`src/hdl/nec_ir_pkg.sv`:
```
// Shared types and constants for the NEC infrared pulse decoder.
`timescale 1ns / 1ps

package nec_ir_pkg;

    typedef enum logic [1:0] {
        PH_WAIT = 2'd0,
        PH_RECV = 2'd1,
        PH_HELD = 2'd2,
        PH_BAD  = 2'd3
    } phase_t;

    typedef enum logic [2:0] {
        REG_PREAMBLE_MIN = 3'd0,
        REG_PREAMBLE_MAX = 3'd1,
        REG_ZERO_MIN     = 3'd2,
        REG_ZERO_MAX     = 3'd3,
        REG_ONE_MIN      = 3'd4,
        REG_ONE_MAX      = 3'd5
    } reg_index_t;

    localparam logic [7:0] PREAMBLE_MIN_RST = 8'd195;
    localparam logic [7:0] PREAMBLE_MAX_RST = 8'd239;
    localparam logic [7:0] ZERO_MIN_RST     = 8'd16;
    localparam logic [7:0] ZERO_MAX_RST     = 8'd20;
    localparam logic [7:0] ONE_MIN_RST      = 8'd32;
    localparam logic [7:0] ONE_MAX_RST      = 8'd39;

    localparam int         FRAME_BITS       = 32;
    localparam logic [5:0] FRAME_BITS_CNT   = 6'd32;

    localparam logic       CMD_EDGE         = 1'b0;
    localparam logic       CMD_RELEASE      = 1'b1;

endpackage

```
`src/hdl/nec_ir_pulse_decoder.sv`:
```
// NEC infrared pulse decoder: input stage, frame state update and result register.
//
// Usage:
//   Input channel (in_valid / in_stall) carries one transaction per measured
//   edge: cmd = 0 with interval and overflow, or cmd = 1 to release a held
//   frame. Every input transaction yields exactly one result transaction on
//   the output channel (out_valid / out_stall) carrying frame_ready, address,
//   command and rx_phase as they stand after that transaction.
//   Configuration writes go through cfg_valid / cfg_ready with cfg_index
//   0..5 selecting the timing window bounds; other indexes are dropped.
//   cfg_ready is always high.
// Path: an accepted transaction is registered in the input register, then in
//   the result register, where out_valid marks it.
// Throughput: one transaction per cycle while out_stall is low; window compare
//   and shift update are combinational between the input and result registers.
// Reset: waiting for preamble, bit count and shift register cleared, windows
//   at their default values, both pipeline registers empty.
// Stall: a stalled result holds in the result register; one more transaction
//   is taken into the input register, after which in_stall follows out_stall.
`timescale 1ns / 1ps

module nec_ir_pulse_decoder
    import nec_ir_pkg::*;
(
    input  logic       clk,
    input  logic       rst_n,

    input  logic       in_valid,
    output logic       in_stall,
    input  logic       cmd,
    input  logic [7:0] interval,
    input  logic       overflow,

    output logic       out_valid,
    input  logic       out_stall,
    output logic       frame_ready,
    output logic [7:0] address,
    output logic [7:0] command,
    output logic [1:0] rx_phase,

    input  logic       cfg_valid,
    output logic       cfg_ready,
    input  logic [2:0] cfg_index,
    input  logic [7:0] cfg_data
);

    logic [7:0] preamble_min_reg;
    logic [7:0] preamble_max_reg;
    logic [7:0] zero_min_reg;
    logic [7:0] zero_max_reg;
    logic [7:0] one_min_reg;
    logic [7:0] one_max_reg;

    logic       s1_valid_reg;
    logic       s1_cmd_reg;
    logic [7:0] s1_interval_reg;
    logic       s1_overflow_reg;

    phase_t      phase_reg, phase_next;
    logic [5:0]  bit_count_reg, bit_count_next;
    logic [31:0] shift_code_reg, shift_code_next;

    logic        out_valid_reg;
    logic        frame_ready_reg, frame_ready_next;
    logic [7:0]  address_reg, address_next;
    logic [7:0]  command_reg, command_next;
    logic [1:0]  rx_phase_reg, rx_phase_next;

    logic        advance;
    logic        in_accept;
    logic        tick_ok;
    logic        hit_preamble;
    logic        hit_zero;
    logic        hit_one;
    logic [31:0] shifted;
    logic [5:0]  count_inc;
    logic        check_ok;

    assign cfg_ready = 1'b1;

    always_ff @(posedge clk or negedge rst_n)
    begin
        if (!rst_n)
        begin
            preamble_min_reg <= PREAMBLE_MIN_RST;
            preamble_max_reg <= PREAMBLE_MAX_RST;
            zero_min_reg     <= ZERO_MIN_RST;
            zero_max_reg     <= ZERO_MAX_RST;
            one_min_reg      <= ONE_MIN_RST;
            one_max_reg      <= ONE_MAX_RST;
        end
        else if (cfg_valid)
        begin
            case (cfg_index)
                REG_PREAMBLE_MIN: preamble_min_reg <= cfg_data;
                REG_PREAMBLE_MAX: preamble_max_reg <= cfg_data;
                REG_ZERO_MIN:     zero_min_reg     <= cfg_data;
                REG_ZERO_MAX:     zero_max_reg     <= cfg_data;
                REG_ONE_MIN:      one_min_reg      <= cfg_data;
                REG_ONE_MAX:      one_max_reg      <= cfg_data;
                default:          ;
            endcase
        end
    end

    // Pipeline control
    assign advance   = !out_valid_reg || !out_stall;
    assign in_stall  = s1_valid_reg && !advance;
    assign in_accept = in_valid && !in_stall;

    always_ff @(posedge clk or negedge rst_n)
    begin
        if (!rst_n)
        begin
            s1_valid_reg <= 1'b0;
        end
        else if (advance || !s1_valid_reg)
        begin
            s1_valid_reg <= in_valid;
        end
    end

    always_ff @(posedge clk)
    begin
        if (in_accept)
        begin
            s1_cmd_reg      <= cmd;
            s1_interval_reg <= interval;
            s1_overflow_reg <= overflow;
        end
    end

    // Window compare and frame update
    assign tick_ok      = !s1_overflow_reg;
    assign hit_preamble = tick_ok && (s1_interval_reg >= preamble_min_reg)
                          && (s1_interval_reg <= preamble_max_reg);
    assign hit_zero     = tick_ok && (s1_interval_reg >= zero_min_reg)
                          && (s1_interval_reg <= zero_max_reg);
    assign hit_one      = tick_ok && (s1_interval_reg >= one_min_reg)
                          && (s1_interval_reg <= one_max_reg);
    assign shifted      = {shift_code_reg[FRAME_BITS-2:0], hit_one};
    assign count_inc    = bit_count_reg + 6'd1;
    assign check_ok     = (shifted[31:24] == ~shifted[23:16])
                          && (shifted[15:8] == ~shifted[7:0]);

    always_comb
    begin
        phase_next      = phase_reg;
        bit_count_next  = bit_count_reg;
        shift_code_next = shift_code_reg;
        if (s1_cmd_reg == CMD_RELEASE)
        begin
            if (phase_reg == PH_HELD || phase_reg == PH_BAD)
            begin
                phase_next = PH_WAIT;
            end
        end
        else
        begin
            case (phase_reg)
                PH_WAIT:
                begin
                    if (hit_preamble)
                    begin
                        bit_count_next = 6'd0;
                        phase_next     = PH_RECV;
                    end
                end
                PH_RECV:
                begin
                    shift_code_next = shifted;
                    if (!hit_one && !hit_zero)
                    begin
                        phase_next = PH_WAIT;
                    end
                    else
                    begin
                        bit_count_next = count_inc;
                        if (count_inc == FRAME_BITS_CNT)
                        begin
                            phase_next = check_ok ? PH_HELD : PH_WAIT;
                        end
                    end
                end
                PH_HELD: ;
                default: phase_next = PH_WAIT;
            endcase
        end
    end

    always_comb
    begin
        frame_ready_next = (phase_next == PH_HELD);
        address_next     = frame_ready_next ? shift_code_next[31:24] : 8'd0;
        command_next     = frame_ready_next ? shift_code_next[15:8] : 8'd0;
        rx_phase_next    = phase_next;
    end

    always_ff @(posedge clk or negedge rst_n)
    begin
        if (!rst_n)
        begin
            phase_reg      <= PH_WAIT;
            bit_count_reg  <= 6'd0;
            shift_code_reg <= 32'd0;
            out_valid_reg  <= 1'b0;
        end
        else if (advance)
        begin
            out_valid_reg <= s1_valid_reg;
            if (s1_valid_reg)
            begin
                phase_reg      <= phase_next;
                bit_count_reg  <= bit_count_next;
                shift_code_reg <= shift_code_next;
            end
        end
    end

    always_ff @(posedge clk)
    begin
        if (advance && s1_valid_reg)
        begin
            frame_ready_reg <= frame_ready_next;
            address_reg     <= address_next;
            command_reg     <= command_next;
            rx_phase_reg    <= rx_phase_next;
        end
    end

    assign out_valid   = out_valid_reg;
    assign frame_ready = frame_ready_reg;
    assign address     = address_reg;
    assign command     = command_reg;
    assign rx_phase    = rx_phase_reg;

    // Checks
    a_held_checked: assert property (@(posedge clk) disable iff (!rst_n)
        phase_reg == PH_HELD |->
            (shift_code_reg[31:24] == ~shift_code_reg[23:16])
            && (shift_code_reg[15:8] == ~shift_code_reg[7:0]))
        else $error("held frame fails complement check");

    a_count_range: assert property (@(posedge clk) disable iff (!rst_n)
        phase_reg == PH_RECV |-> bit_count_reg < FRAME_BITS_CNT)
        else $error("bit count beyond frame length while receiving");

    a_ready_matches_phase: assert property (@(posedge clk) disable iff (!rst_n)
        out_valid_reg |-> (frame_ready_reg == (rx_phase_reg == PH_HELD)))
        else $error("frame_ready disagrees with rx_phase");

    a_idle_zero: assert property (@(posedge clk) disable iff (!rst_n)
        out_valid_reg && !frame_ready_reg |-> address_reg == 8'd0 && command_reg == 8'd0)
        else $error("result bytes non-zero without a held frame");

    a_state_hold: assert property (@(posedge clk) disable iff (!rst_n)
        !(advance && s1_valid_reg) |=> $stable(phase_reg) && $stable(shift_code_reg))
        else $error("frame state changed without a transaction");

endmodule

```
`config.mk`:
```
export PLATFORM = sky130hd
export DESIGN_NAME = nec_ir_pulse_decoder
export DESIGN_NICKNAME = d
export VERILOG_FILES = /design/src/hdl/nec_ir_pkg.sv /design/src/hdl/nec_ir_pulse_decoder.sv
export SDC_FILE = /design/constraint.sdc
export NUM_CORES = 1
export LEC_CHECK = 0
export BUFFER_PORTS_ARGS = -buffer_cell sky130_fd_sc_hd__buf_4
export CAP_MARGIN = 15
export CORE_MARGIN = 2
export CORE_UTILIZATION = 35
export CTS_BUF_LIST = sky130_fd_sc_hd__clkbuf_4 sky130_fd_sc_hd__clkbuf_8
export DETAILED_ROUTE_END_ITERATION = 12
export SYNTH_ARGS = -nofsm -noshare
export SYNTH_HDL_FRONTEND = slang
export SYNTH_SLANG_ARGS = --single-unit
```
`constraint.sdc`:
```
create_clock -name clk -period 7.7 [get_ports clk]
set_input_delay 1.54 -clock clk [delete_from_list [all_inputs] [get_ports clk]]
set_output_delay 1.54 -clock clk [all_outputs]
set_load 0.02 [all_outputs]
```
**Word-level counts from Yosys, hierarchy flattened**

Index checks and enable logic that the tools add are counted.

- $add $sub $neg: 1
- $mul: 0
- Divide/modulo/power cells: 0
- Order comparisons: 6
- Equal/unequal tests: 14
- Shift operators: 0
- Muxes and demuxes: 12
- Bitwise logic cells: 3
- Reductions and logical operators: 34

Operators by type and width:

| operator | count |
|---|---|
| $mux W32 | 2 |
| $ge A8 B8 Y1 | 3 |
| $le A8 B8 Y1 | 3 |
| $eq A8 B8 Y1 | 2 |
| $not A8 Y8 | 2 |
| $reduce_and A2 Y1 | 7 |
| $mux W2 | 6 |
| $mux W6 | 2 |
| $pmux W6 S2 | 1 |
| $logic_and A1 B1 Y1 | 11 |
| $logic_not A1 Y1 | 8 |
| $add A6 B1 Y6 const B | 1 |
| $eq A2 B2 Y1 const B | 3 |
| $eq A3 B2 Y1 const B | 2 |
| $eq A3 B3 Y1 const B | 2 |
| $eq A6 B6 Y1 const B | 1 |
| $pmux W2 S3 | 1 |
| $reduce_and A6 Y1 | 1 |
| $ne A2 B2 Y1 const B | 2 |
| $reduce_and A4 Y1 | 1 |
| $eq A3 B1 Y1 const B | 1 |
| $logic_not A3 Y1 | 1 |
| $logic_or A1 B1 Y1 | 3 |
| $eq A2 B1 Y1 const B | 1 |
| other kinds (3) | 3 |

- Register bits after elaboration: 119
- Latch bits: 0
- Memory bits (writable): 0
- Memory bits (read-only): 0
- Input port bits: 26
- Output and inout bits: 22
- Logic and storage cells: 89
- Memories kept: 0

**Longest topological paths before layout**

Gate-level depths: netlist (run 1).

- Depth in word-level cells: 12
- Mapped depth: 11
- Gate-level depth less buffers: 9

**Least setup slack after synthesis (run 1)**

No wires, ideal clock.

- Path type: input -> register
- Start point: input port out_stall
- End point: register bit_count_reg[4]
- Library setup time: 124 ps
- Arrival time: 3194 ps
- Required time: 7576 ps
- Slack: 4382 ps
- Cell stages on the path: 8
- Buffers on the path: 0
- Path through: nand2_1 > nand2_1 > inv_1 > nand2_1 > nor2_1 > o21ai_1 > and2_1 > a211o_1

- Word-level cells in the longest chain between the ends: 3

Ends and longest elaborated chain:

| what | RTL line | RTL |
|---|---|---|
| from (decl) | nec_ir_pulse_decoder.sv:35 | `input logic out_stall,` |
| $logic_not A1 Y1 | nec_ir_pulse_decoder.sv:107 | `assign advance = !out_valid_reg \|\| !out_stall;` |
| $logic_or A1 B1 Y1 | nec_ir_pulse_decoder.sv:107 |  |
| $reduce_and A6 Y1 (no line) | -- |  |
| to (signal assigned) | nec_ir_pulse_decoder.sv:214 | `bit_count_reg <= bit_count_next;` |
| to (decl) | nec_ir_pulse_decoder.sv:60 | `logic [5:0] bit_count_reg, bit_count_next;` |

Every way passes these cells.
A chain may end at the register's enable or synchronous reset.

**Worst setup path in the final report (run 1)**

- Start point: input port out_stall
- End point: output port in_stall

- Word-level cells in the longest chain between the ends: 4

Ends and longest elaborated chain:

| what | RTL line | RTL |
|---|---|---|
| $logic_not A1 Y1 | nec_ir_pulse_decoder.sv:107 |  |
| $logic_or A1 B1 Y1 | nec_ir_pulse_decoder.sv:107 |  |
| $logic_not A1 Y1 | nec_ir_pulse_decoder.sv:108 | `assign in_stall = s1_valid_reg && !advance;` |
| $logic_and A1 B1 Y1 | nec_ir_pulse_decoder.sv:108 |  |
| to (decl) | nec_ir_pulse_decoder.sv:29 | `output logic in_stall,` |

Every way passes these cells.

==> results.toml, run 1 <==
[sta]
hold_viol = 0
final.min_clock_period_ps = 3490
setup_ws_ps = 4210
fin_hold_ws_ps = 506
drv_slew = 0
setup_viol = 0
clock_skew_ps = 9.28
grt_setup_unrepaired = "false"
final.period_utilization = 0.453
fmax_mhz = 287
worst_pin_slew_ps = 932
tns_ps = 0
slew_headroom = 0.370

[pwr]
power_per_cell_area_nw_per_um2 = 245
switching_power_uw = 489
leakagePower_uw = 0.00321
pwr-share-seq = 0.454
clock_power_share = 0.347
p_total_uw = 1730
swShare = 0.282
p_int_uw = 1250
ir_worst_vdd_mv = 0.129
pwr-share-comb = 0.199

[critical_path]
arrival_ps = 1950
crit_path_start_kind = "input port"
worstSetupEndpointType = "output port"
worstPathRequired_ps = 6160
critPathKind = "in -> out"
crit_fanout = 3

[routing]
num_vias = 4115
finalWirelength_um = 12900
ant_nets = 0
drt-wirelength-per-cell_um = 15.4
drtIter0Drc = 224
drc = 0
via_per_inst = 4.91
first_pass_iters = 4

[clock_network]
insertion_delay_ps = 450
cts_sinks = 119
post_cts_resized = 0
clockRootBuffer = "clkbuf_8"
cts_tree = "yes"
clockBufferDepth = 2
cts_buffers = 17
clk_pin_slew_ps = 60
cts_hold_buffers = 0
post_cts_buffers = 0
htree_levels = 4

[global_routing]
grt_pass1_vias = 4249
grt_max_degree = 62
grt_overflow = 0
track_usage = 0.154
antenna_found_initial = 0
grt_first_pass_wirelength_um = 21900

[layout]
n_antenna_cell = 0
fillers = 1632
largest_reg_flops = 32
final_cell_mix = "74 x nand2_1, 71 x dfrtp_1, 52 x mux2_2"
final_common_cell = "nand2_1"
nNetsFinal = 675
area_delta_synth_final_pct = 16.4
drive_gt1_frac = 0.268

[floorplanning]
die_x_um = 136
ioPinCount = 48
row_count = 48
die-height_um = 136
start_util = 0.355
die_area_sq_um = 18400
coreArea_sq_um = 17100

[yosys]
syn_nets = 619
synth_area_per_cell_sq_um = 11.2
synth-seq-cells = 119
netlist_instances = 544
netlist_area_sq_um = 6070
yosysWarningCount = 0
seq_area_frac_synth = 0.518
async_reset_ff_frac = 0.756
synth-edff-count = 29
synth_cell_types = 50
synthFlopType = "dfrtp_1"

[placement]
post-place-ws_ps = 3850
hpwl_um = 9120
gp_congestion = 0.807
placement.io_buffers = 46

[hold_path]
hold_class = "reg -> reg"

[status]
status = "finished, final reports clean"

[flow_run]
max_cap_viol_count = 0
synth_stat cells, drive strengths merged, types with 6 or more instances:
library cell | count | area share
ha | 49 | 0.10
inv | 49 | 0.030
nand2 | 74 | 0.046
mux2 | 52 | 0.096
dfstp | 19 | 0.082
nor2 | 11 | 0.0076
nand4 | 9 | 0.0093
xnor2 | 8 | 0.012
buf | 6 | 0.0082
a21oi | 33 | 0.033
dfrtp | 71 | 0.29
xor2 | 8 | 0.012
a21o | 6 | 0.0074
edfxtp | 29 | 0.14
nand3 | 11 | 0.0091
clkbuf | 7 | 0.0043
o21ai | 41 | 0.034
nor3 | 7 | 0.0058
final timing paths:
| kind | from | end | slack [ps] | depth (start not counted) |
|---|---|---|---|---|
| min in group asynchronous | rst_n | zero_max_reg[1] | 1010 | 1 |
| setup / recovery | out_stall | in_stall | 4210 | 4 |
| hold / removal | preamble_max_reg[2] | preamble_max_reg[2] | 510 | 2 |
| setup reg to reg | s1_interval_reg[5] | command[1] | 4370 | 8 |
| hold reg to reg | preamble_max_reg[2] | preamble_max_reg[2] | 510 | 2 |
| max in group asynchronous | rst_n | one_min_reg[2] | 5520 | 2 |
layer usage:
metal  GRT usage  vias up  wire length [um]
met4      0.0706        0               336
met3      0.0352       24               452
li1            -     2018                 -
met2       0.234       67              5680
met1       0.210     2006              6470
met5           0        -                 0
power by group through the flow:
| stage | sequential [uW] | clock [uW] | combinational (uW) |
|---|---|---|---|
| floorplan | 793 | 0 | 234 |
| global placement | 797 | 0 | 331 |
| detailed placement | 798 | 0 | 346 |
| CTS | 788 | 620 | 348 |
| global route | 798 | 649 | 395 |
| finish | 788 | 602 | 345 |
kinds of logic after synthesis:
group           count (synthesis)  synth area share
xor+xnor                       16            0.0231
simple gates                  142             0.112
compound gates                103             0.106
buf+inv                        62            0.0428
flops                         119             0.518
other cells                     1          0.000617
mux                            52            0.0964
fa+ha+maj                      49             0.101
critical path: stages:
cell and delay [ps]:
buf_4 110, nand3_1 90, inv_1 60, buf_4 150
area by class of cell:
type	instances	area [sq um]	area share
flip-flops and latches	119	3150	0.445
multi-input cells	363	2670	0.377
repair buffers	50	375	0.0531
well taps	225	282	0.0398
clock buffers	20	256	0.0363
inverters	49	184	0.0260
clock inverters	12	158	0.0223
stage by stage:
step | cell area, sq um | util | instances
4_1_cts | 7070 | 0.413 | 838
6_report | 7070 | 0.413 | 838
5_1_grt | 7070 | 0.413 | 838
3_3_place_gp | 6660 | 0.389 | 806
3_5_place_dp | 6660 | 0.389 | 806
2_1_floorplan | 6070 | - | 544
Power figures use the tool's default switching activity.
==> run 2, diff against run 1 <==
Settings changed: ABC_AREA set to 1.
Clock period 7.7 ns to 3.4 ns, I/O delays scaled along.
==> results.toml, run 2 <==
[status]
status = "finished, final reports clean"

[layout]
nNetsFinal = 803
n_antenna_cell = 0
largest_reg_flops = 32
drive_gt1_frac = 0.185
area_delta_synth_final_pct = 15.9
final_area_sq_um = 7200
final_cell_mix = "164 x nand2_1, 97 x inv_1, 89 x o21ai_0"
final_common_cell = "nand2_1"

[yosys]
yosysWarningCount = 0
ys_top_cells_by_count = "164 x nand2_1, 97 x inv_1, 89 x o21ai_0, 71 x dfrtp_1, 49 x ha_1"
synthFlopType = "dfrtp_1"
synth_area_per_cell_sq_um = 9.16
synth.top_cell.area_share = 0.286
seq_area_frac_synth = 0.507
netlist_instances = 678
async_reset_ff_frac = 0.756
synth_cell_types = 35
yosysMostFrequentCell = "nand2_1"
yosys-top-cells-area = "dfrtp_1 29%, edfxtp_1 14%, nand2_1 9.9%"
yosysTopAreaCell = "dfrtp_1"
synth-edff-count = 29
syn_nets = 753
netlist_area_sq_um = 6210
synth-seq-cells = 119

[pwr]
swShare = 0.309
leakagePower_uw = 0.00338
pwr-share-seq = 0.456
ir_worst_vdd_mv = 0.253
clock_power_share = 0.321
power_per_cell_area_nw_per_um2 = 573
switching_power_uw = 1270
pwr-share-comb = 0.223
p_int_uw = 2850

[routing]
drc = 0
drtIter0Drc = 235
first_pass_iters = 4
finalWirelength_um = 12900
via_per_inst = 4.60
ant_nets = 0
num_vias = 4448
drt-wirelength-per-cell_um = 13.3

[flow_run]
max_cap_viol_count = 0

[critical_path]
crit_fanout = 18
critPathKind = "reg -> reg"
timing.reg2reg.setup_slack_ps = 1090
r2r-end = "address[0]"
crit_path_start_kind = "flop"
worstPathRequired_ps = 3560
rr_worst_depth = 14
r2r-start = "s1_interval_reg[0]"
worstSetupEndpointType = "flop"
arrival_ps = 2470

[global_routing]
grt_pass1_vias = 4301
grt_overflow = 0
grt_max_degree = 51
track_usage = 0.151
grt_first_pass_wirelength_um = 21700
antenna_found_initial = 0

[sta]
drv_slew = 0
setup_ws_ps = 1090
setup_viol = 0
final.min_clock_period_ps = 2310
worst_pin_slew_ps = 958
slew_headroom = 0.360
tns_ps = 0
clock_skew_ps = 9.56
grt_setup_unrepaired = "false"
fmax_mhz = 433
hold_viol = 0
final.period_utilization = 0.679

[floorplanning]
row_count = 48
coreArea_sq_um = 17300
die_x_um = 137
start_util = 0.359
die_area_sq_um = 18800
ioPinCount = 48
die-height_um = 137

[clock_network]
cts_hold_buffers = 0
clockBufferDepth = 2
post_cts_buffers = 0
cts_buffers = 17
post_cts_resized = 0
insertion_delay_ps = 450
cts_sinks = 119
cts_tree = "yes"
htree_levels = 4
clk_pin_slew_ps = 70
clockRootBuffer = "clkbuf_8"

[hold_path]
hold_class = "in -> async"

[placement]
post-place-ws_ps = 1110
hpwl_um = 9130
placed_area_sq_um = 6780
gp_congestion = 0.828
placement.io_buffers = 46
-- run 2: cell count changes in the layout (fill, tap and decap cells not counted), sizes merged, moves of 17 or more --
cell and change:
o21ai +54, mux2 -40, nand2 +93, inv +51
nor2 +17
-- run 2: worst max-delay path by stage --
stage                       start                  to  slack [ps]  cells past startpoint
2_1_floorplan           out_stall  shift_code_reg[16]        1120                      6
3_3_place_gp   s1_interval_reg[0]          address[0]        1110                     14
3_5_place_dp   s1_interval_reg[0]          address[0]        1110                     14
4_1_cts        s1_interval_reg[0]          address[0]        1070                     14
5_1_grt        s1_interval_reg[3]    bit_count_reg[1]         860                     13
6_report       s1_interval_reg[0]          address[0]        1090                     14
-- run 2: power groups by stage --
stage               clock (uW)  combinational, uW  sequential, uW
floorplan                    0                648            1890
global placement             0                905            1900
detailed placement           0                921            1910
CTS                       1350                930            1880
global route              1410               1080            1910
finish                    1320                917            1880
-- run 2: per-stage QoR --
stage	power (uW)	util	std cells	hold WS, ps
final	4120	0.416	966	252
after detailed placement	2830	0.392	934	470
after global routing	4400	0.416	966	286
after floorplan	2540	-	678	384
after global placement	2810	0.392	934	467
after CTS	4170	0.416	966	259
-- run 2: metal layers --
metal  global-route usage  vias to the layer above  routed length [um]
met4               0.0601                        0                 206
li1                     -                     2303                   -
met3               0.0357                       15                 551
met5                    0                        -                   0
met2                0.220                       78                5530
met1                0.216                     2052                6560
-- run 2: area by class of cell --
type | count | area (sq um)
clock inverters | 7 | 92.6
fillers | 1737 | 10100
clock buffers | 25 | 319
multi-input cells | 441 | 2600
repair buffers | 49 | 380
well taps | 225 | 282
inverters | 100 | 375
flip-flops and latches | 119 | 3150
-- run 2: kinds of logic (layout without fill, tap and decap cells) --
kind of cell             after synthesis  after routing  synth area share
AO/OA/AOI/OAI                        142            142             0.127
buffers and inverters                118            181            0.0744
AND/OR/NAND/NOR                      221            221             0.149
other                                  1              1          0.000604
adder cells (fa/ha/maj)               49             49            0.0988
multiplexers                          12             12            0.0218
XOR/XNOR                              16             16            0.0226
flip-flops                           119            119             0.507
-- run 2: worst max-delay path, stage by stage, from the launching register on --
cell and delay (ps):
edfxtp_1 370, inv_1 230, ha_1 290, nand2_1 60, nand3_1 80, nand2_1 60
nand2_1 80, nand2_1 70, nand2_1 70, nand3_2 130, nand2_1 60, nand3_1 80
nand2_2 70, nand2_4 210, a21boi_0 130
==> run 3, diff against run 2 <==
Settings changed: ABC_AREA 1 to 0.
Clock period 3.4 ns to 2 ns, I/O delays scaled along.
==> results.toml, run 3 (synthesis results as in run 1) <==
[sta]
grt_setup_unrepaired = "true"
drv_slew = 0
final.min_clock_period_ps = 2620
clock_skew_ps = 8.85
fmax_mhz = 382
final.period_utilization = 1.31
tns_ps = -15210
hold_viol = 0
setup_ws_ps = -615
slew_headroom = 0.620
setup_viol = 28
worst_pin_slew_ps = 569

[routing]
finalWirelength_um = 14500
drc = 0
ant_nets = 0
via_per_inst = 4.81
drtIter0Drc = 200
num_vias = 4485
first_pass_iters = 4
drt-wirelength-per-cell_um = 15.5

[floorplanning]
start_util = 0.355
ioPinCount = 48
row_count = 48
die-height_um = 136
coreArea_sq_um = 17100
die_area_sq_um = 18400
die_x_um = 136

[clock_network]
cts_sinks = 119
clk_pin_slew_ps = 80
cts_buffers = 17
clockBufferDepth = 2
cts_tree = "yes"
insertion_delay_ps = 450
htree_levels = 4
clockRootBuffer = "clkbuf_8"

[global_routing]
antenna_found_initial = 0
track_usage = 0.167
grt_pass1_vias = 4680
grt_overflow = 0
grt_first_pass_wirelength_um = 23600
grt_max_degree = 91

[placement]
placement.io_buffers = 46
hpwl_um = 10100
gp_congestion = 0.832
placed_cells = 881
post-place-ws_ps = -599

[status]
violations = "negative setup slack"
status = "finished with violations"

[layout]
final_common_cell = "buf_4"
drive_gt1_frac = 0.429
fillers = 1530
largest_reg_flops = 32
finalNonFillerCells = 933
nNetsFinal = 770
area_delta_synth_final_pct = 35.4
final-seq-area_sq_um = 3150
n_antenna_cell = 0
multiInputGateArea_sq_um = 2930
final_cell_mix = "131 x buf_4, 74 x nand2_1, 71 x dfrtp_1"

[critical_path]
worstPathRequired_ps = 2300
crit_fanout = 6
critPathKind = "reg -> reg"
arrival_ps = 2920
rr_worst_depth = 8
worstSetupEndpointType = "flop"
crit_path_start_kind = "flop"

[hold_path]
hold_class = "in -> reg"
hold_depth = 1

[flow_run]
max_cap_viol_count = 0

[pwr]
p_total_uw = 7470
ir_worst_vdd_mv = 0.419
leakagePower_uw = 0.00378
power_per_cell_area_nw_per_um2 = 909
## run 3: cell count changes in the layout (fill, tap and decap cells not counted), moves of 5 or more
cell      delta
nor2b_1      +5
a21oi_1     -13
a21oi_2      +9
nand3_1      -5
buf_6        +8
buf_4       +83
inv_1       -53
nand2_1     -90
mux2_2      +39
nor2_1      -16
o21ai_0     -57
nand2b_1     +5
## run 3: final timing paths
path,end,startpoint,slack (ps)
max,command[2],s1_interval_reg[7],-620
min,s1_interval_reg[3],interval[3],120
max reg2reg,command[2],s1_interval_reg[7],-620
min reg2reg,out_valid,s1_valid_reg,510
max in group asynchronous,preamble_max_reg[6],rst_n,1070
min in group asynchronous,preamble_min_reg[2],rst_n,510
## run 3: layout make-up
class                      count  area share
sequential                   119       0.383
multi-input combinational    363       0.356
timing repair buffer         145       0.147
tap                          225      0.0342
clock buffer                  19      0.0310
clock inverter                13      0.0265
inverter                      49      0.0228
## run 3: power by group
part | switching (uW) | total [uW] | internal [uW]
clock | 1050 | 2600 | 1550
sequential | 152 | 3010 | 2850
combinational | 980 | 1870 | 890
## run 3: repair_timing
item                                    CTS  global route
endpoints found under the hold margin     4             0
pin swaps                                25             9
endpoints found under the setup margin   28            28
hold buffers                              1             0
setup buffers                            11             5
gates cloned                              3             0
gates resized for setup                  45            12
## run 3: critical path, stage by stage (launching register included)
cell and delay, ps:
edfxtp_1 490, ha_1 370, nand4_1 160, o21a_1 280, nor3_2 340, nor2_2 100, o32a_4 460, buf_12 170
a21oi_2 100
## run 3: per-layer routing
metal	GRT usage	up-vias	wire length, um
met2	0.268	109	6860
met1	0.214	2133	6710
li1	-	2220	-
met4	0.0804	0	318
met5	0	-	0
met3	0.0389	23	600
## run 3: metrics by stage
| stage | area [sq um] | hold WS [ps] | utilization |
|---|---|---|---|
| 2_1_floorplan | 6140 | 104 | - |
| 3_3_place_gp | 7300 | 476 | 0.427 |
| 3_5_place_dp | 7300 | 488 | 0.427 |
| 4_1_cts | 8130 | 89.6 | 0.475 |
| 5_1_grt | 8220 | 94.1 | 0.480 |
| 6_report | 8220 | 121 | 0.480 |
